[src/rtl/core/unique_key_stack_macros.svh]
// Assertion macros shared by the unique key stack RTL.
// Included by files that carry concurrent checks; no other dependencies.
`ifndef UNIQUE_KEY_STACK_MACROS_SVH
`define UNIQUE_KEY_STACK_MACROS_SVH
`ifndef SYNTHESIS
// Check cons in the same cycle as ante.
`define UKS_ASSERT_SAME(label, clk, rst, ante, cons) \
  label: assert property (@(posedge clk) disable iff (rst) (ante) |-> (cons)) \
    else $error("unique_key_stack: same-cycle check failed");
// Check cons in the cycle after ante.
`define UKS_ASSERT_NEXT(label, clk, rst, ante, cons) \
  label: assert property (@(posedge clk) disable iff (rst) (ante) |=> (cons)) \
    else $error("unique_key_stack: next-cycle check failed");
`else
`define UKS_ASSERT_SAME(label, clk, rst, ante, cons)
`define UKS_ASSERT_NEXT(label, clk, rst, ante, cons)
`endif
`endif

[src/rtl/core/uks_pkg.sv]
// Shared constants, codes and types of the unique key stack.
// Used by uks_store and unique_key_stack; depends on nothing.
`timescale 1ns / 1ps

package uks_pkg;

  // Capacity of the stack and derived widths
  localparam int DEPTH   = 16;
  localparam int CNT_W   = $clog2(DEPTH + 1);
  localparam int ADDR_W  = (DEPTH > 1) ? $clog2(DEPTH) : 1;
  localparam int DATA_W  = 32;
  localparam int COUNT_W = 5;

  // Operation codes
  localparam logic [1:0] KIND_PUSH = 2'd0;
  localparam logic [1:0] KIND_POP  = 2'd1;
  localparam logic [1:0] KIND_PEEK = 2'd2;

  // Result status codes
  localparam logic [1:0] ST_DONE  = 2'd0;
  localparam logic [1:0] ST_DUP   = 2'd1;
  localparam logic [1:0] ST_UNDER = 2'd2;
  localparam logic [1:0] ST_OVER  = 2'd3;

  // Access request from the sequencer to the key/value store
  typedef struct packed {
    logic              wr_en;
    logic [ADDR_W-1:0] wr_addr;
    logic              rd_en;
    logic [ADDR_W-1:0] rd_addr;
  } store_req_t;

endpackage

[src/rtl/core/uks_store.sv]
// Key/value store of the unique key stack: one write port, one read port
// with registered read data. Depends on uks_pkg.
`timescale 1ns / 1ps

module uks_store (
  input  logic                       clk,
  input  uks_pkg::store_req_t        req,
  input  logic [uks_pkg::DATA_W-1:0] wr_key,
  input  logic [uks_pkg::DATA_W-1:0] wr_value,
  output logic [uks_pkg::DATA_W-1:0] rd_key,
  output logic [uks_pkg::DATA_W-1:0] rd_value
);

  logic [uks_pkg::DATA_W-1:0] key_mem   [uks_pkg::DEPTH];
  logic [uks_pkg::DATA_W-1:0] value_mem [uks_pkg::DEPTH];

  // Write the new top pair
  always_ff @(posedge clk) begin
    if (req.wr_en) begin
      key_mem[req.wr_addr]   <= wr_key;
      value_mem[req.wr_addr] <= wr_value;
    end
  end

  // Read one entry, data valid the next cycle
  always_ff @(posedge clk) begin
    if (req.rd_en) begin
      rd_key   <= key_mem[req.rd_addr];
      rd_value <= value_mem[req.rd_addr];
    end
  end

endmodule

[src/rtl/core/unique_key_stack.sv]
// Unique key stack: LIFO of key/value pairs that rejects duplicate keys.
// Push onto an empty stack, underflow and unused codes go straight to the result word;
// pop and peek first read the top entry (S_TOP_RD, S_TOP_DATA); a push onto a non-empty
// stack first runs the key scan, which reads one store entry per cycle over every held
// entry and ends early when the key is found.
// One command word is in flight at a time; the next is taken once its result is registered.
// Synchronous reset empties the stack; store contents stay unknown until written.
`timescale 1ns / 1ps
`include "unique_key_stack_macros.svh"

module unique_key_stack (
  input  logic                        clk,
  input  logic                        rst,
  // command channel
  input  logic                        cmd_valid,
  output logic                        cmd_stall,
  input  logic [1:0]                  kind,
  input  logic signed [31:0]          push_key,
  input  logic signed [31:0]          push_value,
  // response channel
  output logic                        rsp_valid,
  input  logic                        rsp_stall,
  output logic [1:0]                  status,
  output logic signed [31:0]          top_key,
  output logic signed [31:0]          top_value,
  output logic                        is_empty,
  output logic [uks_pkg::COUNT_W-1:0] entry_count
);

  typedef enum logic [2:0] {
    S_IDLE,
    S_SCAN,
    S_TOP_RD,
    S_TOP_DATA,
    S_RESP
  } state_t;

  state_t                      state;
  logic [uks_pkg::CNT_W-1:0]   fill;
  logic [1:0]                  req_kind;
  logic [uks_pkg::DATA_W-1:0]  req_key;
  logic [uks_pkg::DATA_W-1:0]  req_value;
  logic [1:0]                  res_status;
  logic [uks_pkg::DATA_W-1:0]  res_key;
  logic [uks_pkg::DATA_W-1:0]  res_value;
  logic [uks_pkg::ADDR_W-1:0]  scan_idx;
  logic                        scan_busy;
  logic                        cmp_pend;
  logic                        cmp_last;

  logic                        cmd_acc;
  logic                        rsp_free;
  logic                        fill_zero;
  logic                        fill_full;
  logic [uks_pkg::ADDR_W-1:0]  last_addr;
  logic                        hit;
  logic                        push_now;
  uks_pkg::store_req_t         sreq;
  logic [uks_pkg::DATA_W-1:0]  wr_key;
  logic [uks_pkg::DATA_W-1:0]  wr_value;
  logic [uks_pkg::DATA_W-1:0]  rd_key;
  logic [uks_pkg::DATA_W-1:0]  rd_value;

  assign cmd_stall = (state != S_IDLE);
  assign cmd_acc   = cmd_valid && !cmd_stall;
  assign rsp_free  = !rsp_valid || !rsp_stall;
  assign fill_zero = (fill == '0);
  assign fill_full = (fill == uks_pkg::CNT_W'(uks_pkg::DEPTH));
  assign last_addr = uks_pkg::ADDR_W'(fill - 1'b1);
  assign hit       = (rd_key == req_key);

  // Decide when a push lands and steer the store ports
  always_comb begin
    push_now = 1'b0;
    wr_key   = req_key;
    wr_value = req_value;
    if (state == S_IDLE) begin
      push_now = cmd_acc && (kind == uks_pkg::KIND_PUSH) && fill_zero;
      wr_key   = push_key;
      wr_value = push_value;
    end else if (state == S_SCAN) begin
      push_now = cmp_pend && !hit && cmp_last && !fill_full;
    end
    sreq.wr_en   = push_now;
    sreq.wr_addr = uks_pkg::ADDR_W'(fill);
    sreq.rd_en   = ((state == S_SCAN) && scan_busy) || (state == S_TOP_RD);
    sreq.rd_addr = (state == S_SCAN) ? scan_idx : last_addr;
  end

  uks_store u_store (
    .clk      (clk),
    .req      (sreq),
    .wr_key   (wr_key),
    .wr_value (wr_value),
    .rd_key   (rd_key),
    .rd_value (rd_value)
  );

  // Sequence each command and hold the response word
  always_ff @(posedge clk) begin
    if (rst) begin
      state     <= S_IDLE;
      fill      <= '0;
      rsp_valid <= 1'b0;
      scan_busy <= 1'b0;
      cmp_pend  <= 1'b0;
      cmp_last  <= 1'b0;
    end else begin
      // drop a response word once taken, unless the next one loads now
      if (rsp_valid && !rsp_stall && (state != S_RESP)) begin
        rsp_valid <= 1'b0;
      end
      if (push_now) begin
        fill <= fill + 1'b1;
      end
      case (state)
        S_IDLE: begin
          if (cmd_acc) begin
            req_kind   <= kind;
            req_key    <= push_key;
            req_value  <= push_value;
            res_key    <= '0;
            res_value  <= '0;
            scan_idx   <= '0;
            scan_busy  <= 1'b1;
            cmp_pend   <= 1'b0;
            cmp_last   <= 1'b0;
            case (kind)
              uks_pkg::KIND_PUSH: begin
                res_status <= uks_pkg::ST_DONE;
                state      <= fill_zero ? S_RESP : S_SCAN;
              end
              uks_pkg::KIND_POP, uks_pkg::KIND_PEEK: begin
                if (fill_zero) begin
                  res_status <= uks_pkg::ST_UNDER;
                  state      <= S_RESP;
                end else begin
                  res_status <= uks_pkg::ST_DONE;
                  state      <= S_TOP_RD;
                end
              end
              default: begin
                res_status <= uks_pkg::ST_DONE;
                state      <= S_RESP;
              end
            endcase
          end
        end
        S_SCAN: begin
          // advance the read pointer over every held entry
          cmp_pend <= scan_busy;
          cmp_last <= scan_busy && (scan_idx == last_addr);
          if (scan_busy) begin
            if (scan_idx == last_addr) begin
              scan_busy <= 1'b0;
            end else begin
              scan_idx <= scan_idx + 1'b1;
            end
          end
          // compare the entry read last cycle
          if (cmp_pend) begin
            if (hit) begin
              res_status <= uks_pkg::ST_DUP;
              state      <= S_RESP;
            end else if (cmp_last) begin
              res_status <= fill_full ? uks_pkg::ST_OVER : uks_pkg::ST_DONE;
              state      <= S_RESP;
            end
          end
        end
        S_TOP_RD: begin
          state <= S_TOP_DATA;
        end
        S_TOP_DATA: begin
          res_key   <= rd_key;
          res_value <= rd_value;
          if (req_kind == uks_pkg::KIND_POP) begin
            fill <= fill - 1'b1;
          end
          state <= S_RESP;
        end
        S_RESP: begin
          if (rsp_free) begin
            rsp_valid   <= 1'b1;
            status      <= res_status;
            top_key     <= res_key;
            top_value   <= res_value;
            is_empty    <= fill_zero;
            entry_count <= uks_pkg::COUNT_W'(fill);
            state       <= S_IDLE;
          end
        end
        default: begin
          state <= S_IDLE;
        end
      endcase
    end
  end

  `UKS_ASSERT_SAME(a_fill_bound, clk, rst, 1'b1, fill <= uks_pkg::CNT_W'(uks_pkg::DEPTH))
  `UKS_ASSERT_SAME(a_write_room, clk, rst, sreq.wr_en, !fill_full)
  `UKS_ASSERT_SAME(a_scan_nonempty, clk, rst, state == S_SCAN, !fill_zero)
  `UKS_ASSERT_NEXT(a_accept_busy, clk, rst, cmd_acc, state != S_IDLE)

endmodule
[config.mk]
export PLATFORM = sky130hd
export DESIGN_NAME = unique_key_stack
export DESIGN_NICKNAME = d
export VERILOG_FILES = /design/src/rtl/core/uks_pkg.sv /design/src/rtl/core/uks_store.sv /design/src/rtl/core/unique_key_stack.sv
export VERILOG_INCLUDE_DIRS = /design/src /design/src/rtl/core
export SDC_FILE = /design/constraint.sdc
export NUM_CORES = 1
export LEC_CHECK = 0
export BUFFER_PORTS_ARGS = -buffer_cell sky130_fd_sc_hd__buf_2
export CAP_MARGIN = 0
export CORE_ASPECT_RATIO = 0.8
export CORE_MARGIN = 2
export CORE_UTILIZATION = 53
export DETAILED_ROUTE_END_ITERATION = 7
export PLACE_DENSITY = 0.72
export SLEW_MARGIN = 10
export SYNTH_ARGS = -nofsm -noshare
export SYNTH_HDL_FRONTEND = slang
export SYNTH_HIERARCHICAL = 1
export SYNTH_SLANG_ARGS = --single-unit
[constraint.sdc]
create_clock -name clk -period 7.42 [get_ports clk]
set_clock_uncertainty 0.2 [all_clocks]
set_input_delay 0.371 -clock clk [delete_from_list [all_inputs] [get_ports clk]]
set_output_delay 0.371 -clock clk [all_outputs]
set_load 0.005 [all_outputs]
# Yosys cells after proc, flatten, opt, wreduce, memory -nomap -nowiden
# Memories as Yosys holds them, arrays and structs flattened. A register that Yosys moved wholly into a read port is not among the register bits.
# Index checks and enable logic that the tools add are counted.
[classes] addsub=3 mul=0 div=0 n_lt_le_gt_ge=0 n_eq_ne=17 n_shift=0 muxes=44 n_bitwise=1 reduce_logical=31
[op_table] operator="case mux 32 bit (2 select lines)" count=2
[op_table] operator="two-way mux 32 bit" count=3
[op_table] operator="equality test 32 bit" count=1
[op_table] operator="two-way mux 3 bit" count=7
[op_table] operator="two-way mux 4 bit" count=4
[op_table] operator="two-way mux 5 bit" count=3
[op_table] operator="case mux 3 bit (5 select lines)" count=1
[op_table] operator="two-way mux 2 bit" count=7
[op_table] operator="two-way mux 1 bit" count=11
[op_table] operator="logical AND 1 bit" count=10
[op_table] operator="inequality test 2 bit (second input constant)" count=5
[op_table] operator="AND reduction 5 bit" count=2
[op_table] operator="AND reduction 3 bit" count=3
[op_table] operator="case mux 4 bit (2 select lines)" count=1
[op_table] operator="equality test 3 x 2 -> 1 bit (second input constant)" count=2
[op_table] operator="inequality test 3 bit (second input constant)" count=2
[op_table] operator="case mux 1 bit (2 select lines)" count=3
[op_table] operator="case mux 3 bit (2 select lines)" count=1
[op_table] operator="adder 5 x 1 -> 5 bit (second input constant)" count=1
[op_table] operator="equality test 5 bit (second input constant)" count=1
[op_table] operator="logical NOT 1 bit" count=5
[op_table] operator="logical NOT 5 bit" count=1
[op_table] operator="subtractor 5 x 1 -> 5 bit (second input constant)" count=1
[op_table] operator="adder 4 x 1 -> 4 bit (second input constant)" count=1
[op_table] operator="other kinds (15)" count=18
[totals] ff_bits=220 latchBits=0 ram_bits=1024 mem_bits_ro=0 in_bits=70 out_inout_bits=74 mem_count=2
[memory_table] name="u_store.key_mem" words=16 width=32 read_ports=1 rd_ports_with_merged_regs=1 wr=1 line_no="uks_store.sv:14" rtl="logic [uks_pkg::DATA_W-1:0] key_mem [uks_pkg::DEPTH];"
[memory_table] name="u_store.value_mem" words=16 width=32 read_ports=1 rd_ports_with_merged_regs=1 wr=1 line_no="uks_store.sv:15" rtl="logic [uks_pkg::DATA_W-1:0] value_mem [uks_pkg::DEPTH];"

# Depth between registers and ports, before layout
[depth] word_depth=10 ltp_mapped=12 depth_no_buf=8

# Hierarchy
# The synthesis kept the hierarchy.
[modules_own_cells] module="uks_store" instances=1 cells_each=1647 area_each_um2=40213.6 seq_area_each_um2=32671.3
[modules_own_cells] module="unique_key_stack" instances=1 cells_each=538 area_each_um2=8869.8 seq_area_each_um2=6486.2

# Worst setup path before layout
# Ideal clock, no wire load.
[synth_path] path_type="register to register" startpoint="reg fill[0] (netlist name)" endpoint="mem u_store/key_mem[0][0] (netlist name) (enable)" setup_time_ps=565 arrival_time_ps=6381 required_time_ps=6655 slack_ps=274 stages_incl_launch_ff=9 synth_period_minus_slack_ps=7146 cell_sequence="dfxtp_1 > inv_1 > ha_1 > or3b_4 > nor2_8 > nand4_4 > o21ai_0 > or3b_2 > nor3_1"
[synth_via] word_cells_on_any_way=9 cone_classes="eq/ne: 1; mux: 4; reduce/logical: 4"
[synth_rtl] element="from (decl)" line_no="unique_key_stack.sv:39" rtl="logic [uks_pkg::CNT_W-1:0] fill;"
[synth_rtl] element="from (signal assigned)" line_no="unique_key_stack.sv:114" rtl="fill <= fill + 1'b1;"
[synth_rtl] element="from (signal assigned)" line_no="unique_key_stack.sv:178" rtl="fill <= fill - 1'b1;"
[synth_rtl] element="logical NOT 5 bit" line_no="unique_key_stack.sv:67" rtl="assign fill_zero = (fill == '0);"
[synth_rtl] element="named net fill_zero" line_no="unique_key_stack.sv:53" rtl="logic fill_zero;"
[synth_rtl] element="logical AND 1 bit" line_no="unique_key_stack.sv:78" rtl="push_now = cmd_acc && (kind == uks_pkg::KIND_PUSH) && fill_zero;"
[synth_rtl] element="two-way mux 1 bit" line_no="unique_key_stack.sv:77" rtl="if (state == S_IDLE) begin"
[synth_rtl] element="named net push_now" line_no="unique_key_stack.sv:57" rtl="logic push_now;"
[synth_rtl] element="two-way mux 1 bit" line_no="uks_store.sv:19" rtl="if (req.wr_en) begin"
[synth_rtl] element="two-way mux 1 bit (implied by the code)" line_no="uks_store.sv:20" rtl="key_mem[req.wr_addr] <= wr_key;"
[synth_rtl] element="to (decl)" line_no="uks_store.sv:14"
# The timed path passes the listed nets, and every way through them passes these cells.

# Final worst setup path
[layout_path] startpoint="reg fill[0] (netlist name)" endpoint="mem u_store/key_mem[6][14] (netlist name) (enable)"
[layout_via] elab_chain_len=7 word_cells_on_any_way=9 cone_classes="eq/ne: 1; mux: 4; reduce/logical: 4"
[layout_lines] element="equality test 5 bit" line_no="unique_key_stack.sv:68" rtl="assign fill_full = (fill == uks_pkg::CNT_W'(uks_pkg::DEPTH));"
[layout_lines] element="logical NOT 1 bit" line_no="unique_key_stack.sv:82" rtl="push_now = cmp_pend && !hit && cmp_last && !fill_full;"
[layout_lines] element="logical AND 1 bit" line_no="unique_key_stack.sv:82"
[layout_lines] element="two-way mux 1 bit" line_no="unique_key_stack.sv:81" rtl="end else if (state == S_SCAN) begin"
[layout_lines] element="two-way mux 1 bit (*)" line_no="unique_key_stack.sv:77"
[layout_lines] element="named net push_now" line_no="unique_key_stack.sv:57"
[layout_lines] element="two-way mux 1 bit (*)" line_no="uks_store.sv:19"
[layout_lines] element="two-way mux 1 bit (implied by the code) (*)" line_no="uks_store.sv:20"
# The timed path passes the listed nets; every way through them passes the cells marked *.

==> metrics.md <==
| Metric | Value |
|---|---|
| Worst setup SP type | flip-flop |
| 1st-iter DRT viols | 2948 |
| Core area | 0.0915 mm² |
| Number of global-route vias before repair | 23724 |
| IO Pins | 144 |
| Cell-internal power | 12.4 mW |
| Final WL | 109 mm |
| Slew Viols, Final | 0 |
| # setup viols final | 0 |
| Crit-path slowest cell | buf_4 |
| Count leader, synth | edfxtp_1 |
| Routed Antenna Nets | 0 |
| Lkg Pwr | 18.3 nW |
| Comb power frac | 8.9% |
| Buffers added on ports | 143 |
| DR WL/cell | 28.9 µm |
| Status | finished, final reports clean |
| Post-CTS Setup Inserts | 0 |
| First-pass GRT wire length | 159 mm |
| Drt pass-1 iters | 5 |
| Top delay family on crit path | simple AND/OR/NAND/NOR gates |
| Routability congestion estimate from global placement | 0.776 |
| Mapped Cells | 2185 |
| Post-Syn Area | 0.0491 mm² |
| Clk pwr share | 37.7% |
| Most used cell, CP | inv_1 |
| CTS resizes | 0 |
| Sink Count | 1308 |
| Fin crit period | 4.82 ns |
| Post-synth top cells | edfxtp_1, mux4_2, a22oi_1, nand2_1, mux2_2 |
| Number of synthesized flops with an enable pin | 1296 |
| Worst Hold Class | in2reg |
| Switching share of power | 22.5% |
| Largest net degree at the start of global routing | 150 |
| Num CTS Buffers | 116 |
| Worst Setup Path Type | reg2reg |
| Critical Path Sink Type | flip-flop |
| Via Count | 23388 |
| Critical Path AT | 4.92 ns |
| Max Clock Freq | 208 MHz |
| Relative slew slack | 21.1% |
| Setup TNS | 0 ns |
| H-tree Lvls | 3 |
| Top-area cell type share of the netlist area | 79.3% |
| Worst path required time | 7.53 ns |
| Clk_lat worst skew | 0.70 ns |
| Overflow after GRT | 0 |
| PD cells | 287 mW/mm² |
| Synth top area cells | edfxtp_1, mux4_2, a22oi_1 |
| Tot Pwr | 16.1 mW |
| Area Growth Syn to Fin | 13.9% |
| Psw | 3.62 mW |
| Final Hold Viols | 0 |
| Vias per cell | 6.20 |
| Die height | 276 µm |
| Post-synth ARST share | 0% |
| Top FF cell, synth | edfxtp_1 |
| Synth cell types | 48 |
| Average size of a mapped cell | 22.5 µm² |
| Yosys warns | 6 |
| Number of synthesized register bits | 1308 |
| CTS tree | built |
| Critical Path Max Stage Delay | 0.92 ns |
| Flop pwr share | 53.5% |
| Layout cells sized above 1 | 28.2% |
| Rows | 99 |
| # hold bufs at CTS | 70 |
| Seq/Total Area, Yosys | 79.8% |
| Max IR drop VDD | 0.188 mV |
| Critical-path cell list | inv_1, ha_1, inv_1, nor3_1, a21o_1, o21ai_0, nand3b_1, nor2_4, buf_4 |
| DR DRC count | 0 |
| WP buf/inv | 3 |
| Post-synth top area cell | edfxtp_1 |
| Initial core utilization | 53.6% |
| Worst slew pin tran | 1.18 ns |
| Final period util | 64.9% |
| Clk slew on worst S/H paths | 0.06 ns |
| Clock Tree Root | clkbuf_16 |
| CP Max Fanout | 48 |
| Die area | 0.0951 mm² |
| Estimated wirelength of the detail-placed design | 56.0 mm |
| Tot GR Track Use | 23.1% |
| Die Width | 344 µm |
| Nets | 2534 |
| Syn nets | 2260 |
| Maxcap violations | 0 |
| Initial antenna violation count | 0 |
| RSZ-0062 raised after global routing | no |
| CTS max path bufs | 3 |
kinds of logic (layout without fill, tap and decap cells):
family	after synthesis	in the layout	share of synthesized area (%)
DFF	1308	1308	79.8
buffers and inverters	115	489	1.18
adders and majority gates	5	5	0.127
and+or+nand+nor	227	227	2.44
muxes	325	325	13.3
xor gates and xnor gates	40	40	0.714
AOI/OAI and AO/OA	165	165	2.43
other	0	1	0
final timing paths:
path,endpoint,depth (start not counted),start,slack [ns]
setup / recovery,u_store/key_mem[6][14],9,fill[0],2.60
hold / removal,req_value[2],2,push_value[2],0.19
setup reg to reg,u_store/key_mem[6][14],9,fill[0],2.60
hold reg to reg,top_key[20],0,res_key[20],0.22
metal layers:
layer / wire length [µm] / global-route usage, % / up-vias
li1: - / - / 9659
met1: 44400 / 34.6 / 12417
met2: 52800 / 36.2 / 1175
met3: 9620 / 3.60 / 137
met4: 2230 / 5.57 / 0
met5: 0 / 0 / -
power groups by stage:
| stage | logic (mW) | clock network [mW] | registers, mW |
|---|---|---|---|
| finish | 1.42 | 6.05 | 8.58 |
| global route | 1.53 | 6.40 | 8.59 |
| CTS | 1.43 | 6.13 | 8.58 |
| detailed placement | 1.39 | 0 | 8.74 |
| global placement | 1.35 | 0 | 8.73 |
| floorplan | 0.923 | 0 | 8.73 |
registers in the layout, indices dropped and copies added, names as in the netlist, 2 cells and up:
name,count
u_store/key_mem,512
u_store/value_mem,512
req_key,32
req_value,32
res_key,32
res_value,32
top_key,32
top_value,32
u_store/rd_key,32
u_store/rd_value,32
entry_count,5
fill,5
scan_idx,4
state,3
req_kind,2
res_status,2
status,2
metrics by stage:
step | util (%) | cell area, µm² | setup WS [ns] | instances | hold WS [ns]
after detailed placement | 56.1 | 51400 | 2.71 | 3483 | 0.205
after floorplan | - | 49100 | 0.274 | 2185 | 0.200
final | 61.1 | 55900 | 2.60 | 3772 | 0.195
after global routing | 61.1 | 55900 | 2.44 | 3771 | 0.181
after global placement | 56.1 | 51400 | 2.85 | 3483 | 0.201
after CTS | 61.1 | 55900 | 2.68 | 3771 | 0.156
layout by cell type (no fill, tap or decap), types with 5 or more instances in the layout:
cell type	instances
nor4_1	9
clkinvlp_4	6
nor2_1	15
a22oi_1	128
inv_1	9
buf_4	45
mux2_2	66
clkbuf_16	117
a21oi_1	10
nor2_4	16
xor2_1	37
bufinv_16	14
ha_1	5
edfxtp_1	1296
nand2_1	74
clkinv_1	26
mux4_2	256
o21ai_0	9
and2_1	64
clkbuf_1	21
dfxtp_1	12
clkinv_2	26
nand3_1	8
dlygate4sd3_1	70
buf_2	143
o211ai_1	5
final cells by class:
type,count,area [µm²]
flip-flops and latches,1308,39200
multi-input cells,762,9540
inverters,9,33.8
diodes,1,2.50
fillers,6113,35600
clock inverters,80,817
well taps,1212,1520
clock buffers,138,3010
repair buffers,262,1830
No activity file was read; power rests on OpenSTA's default activity.
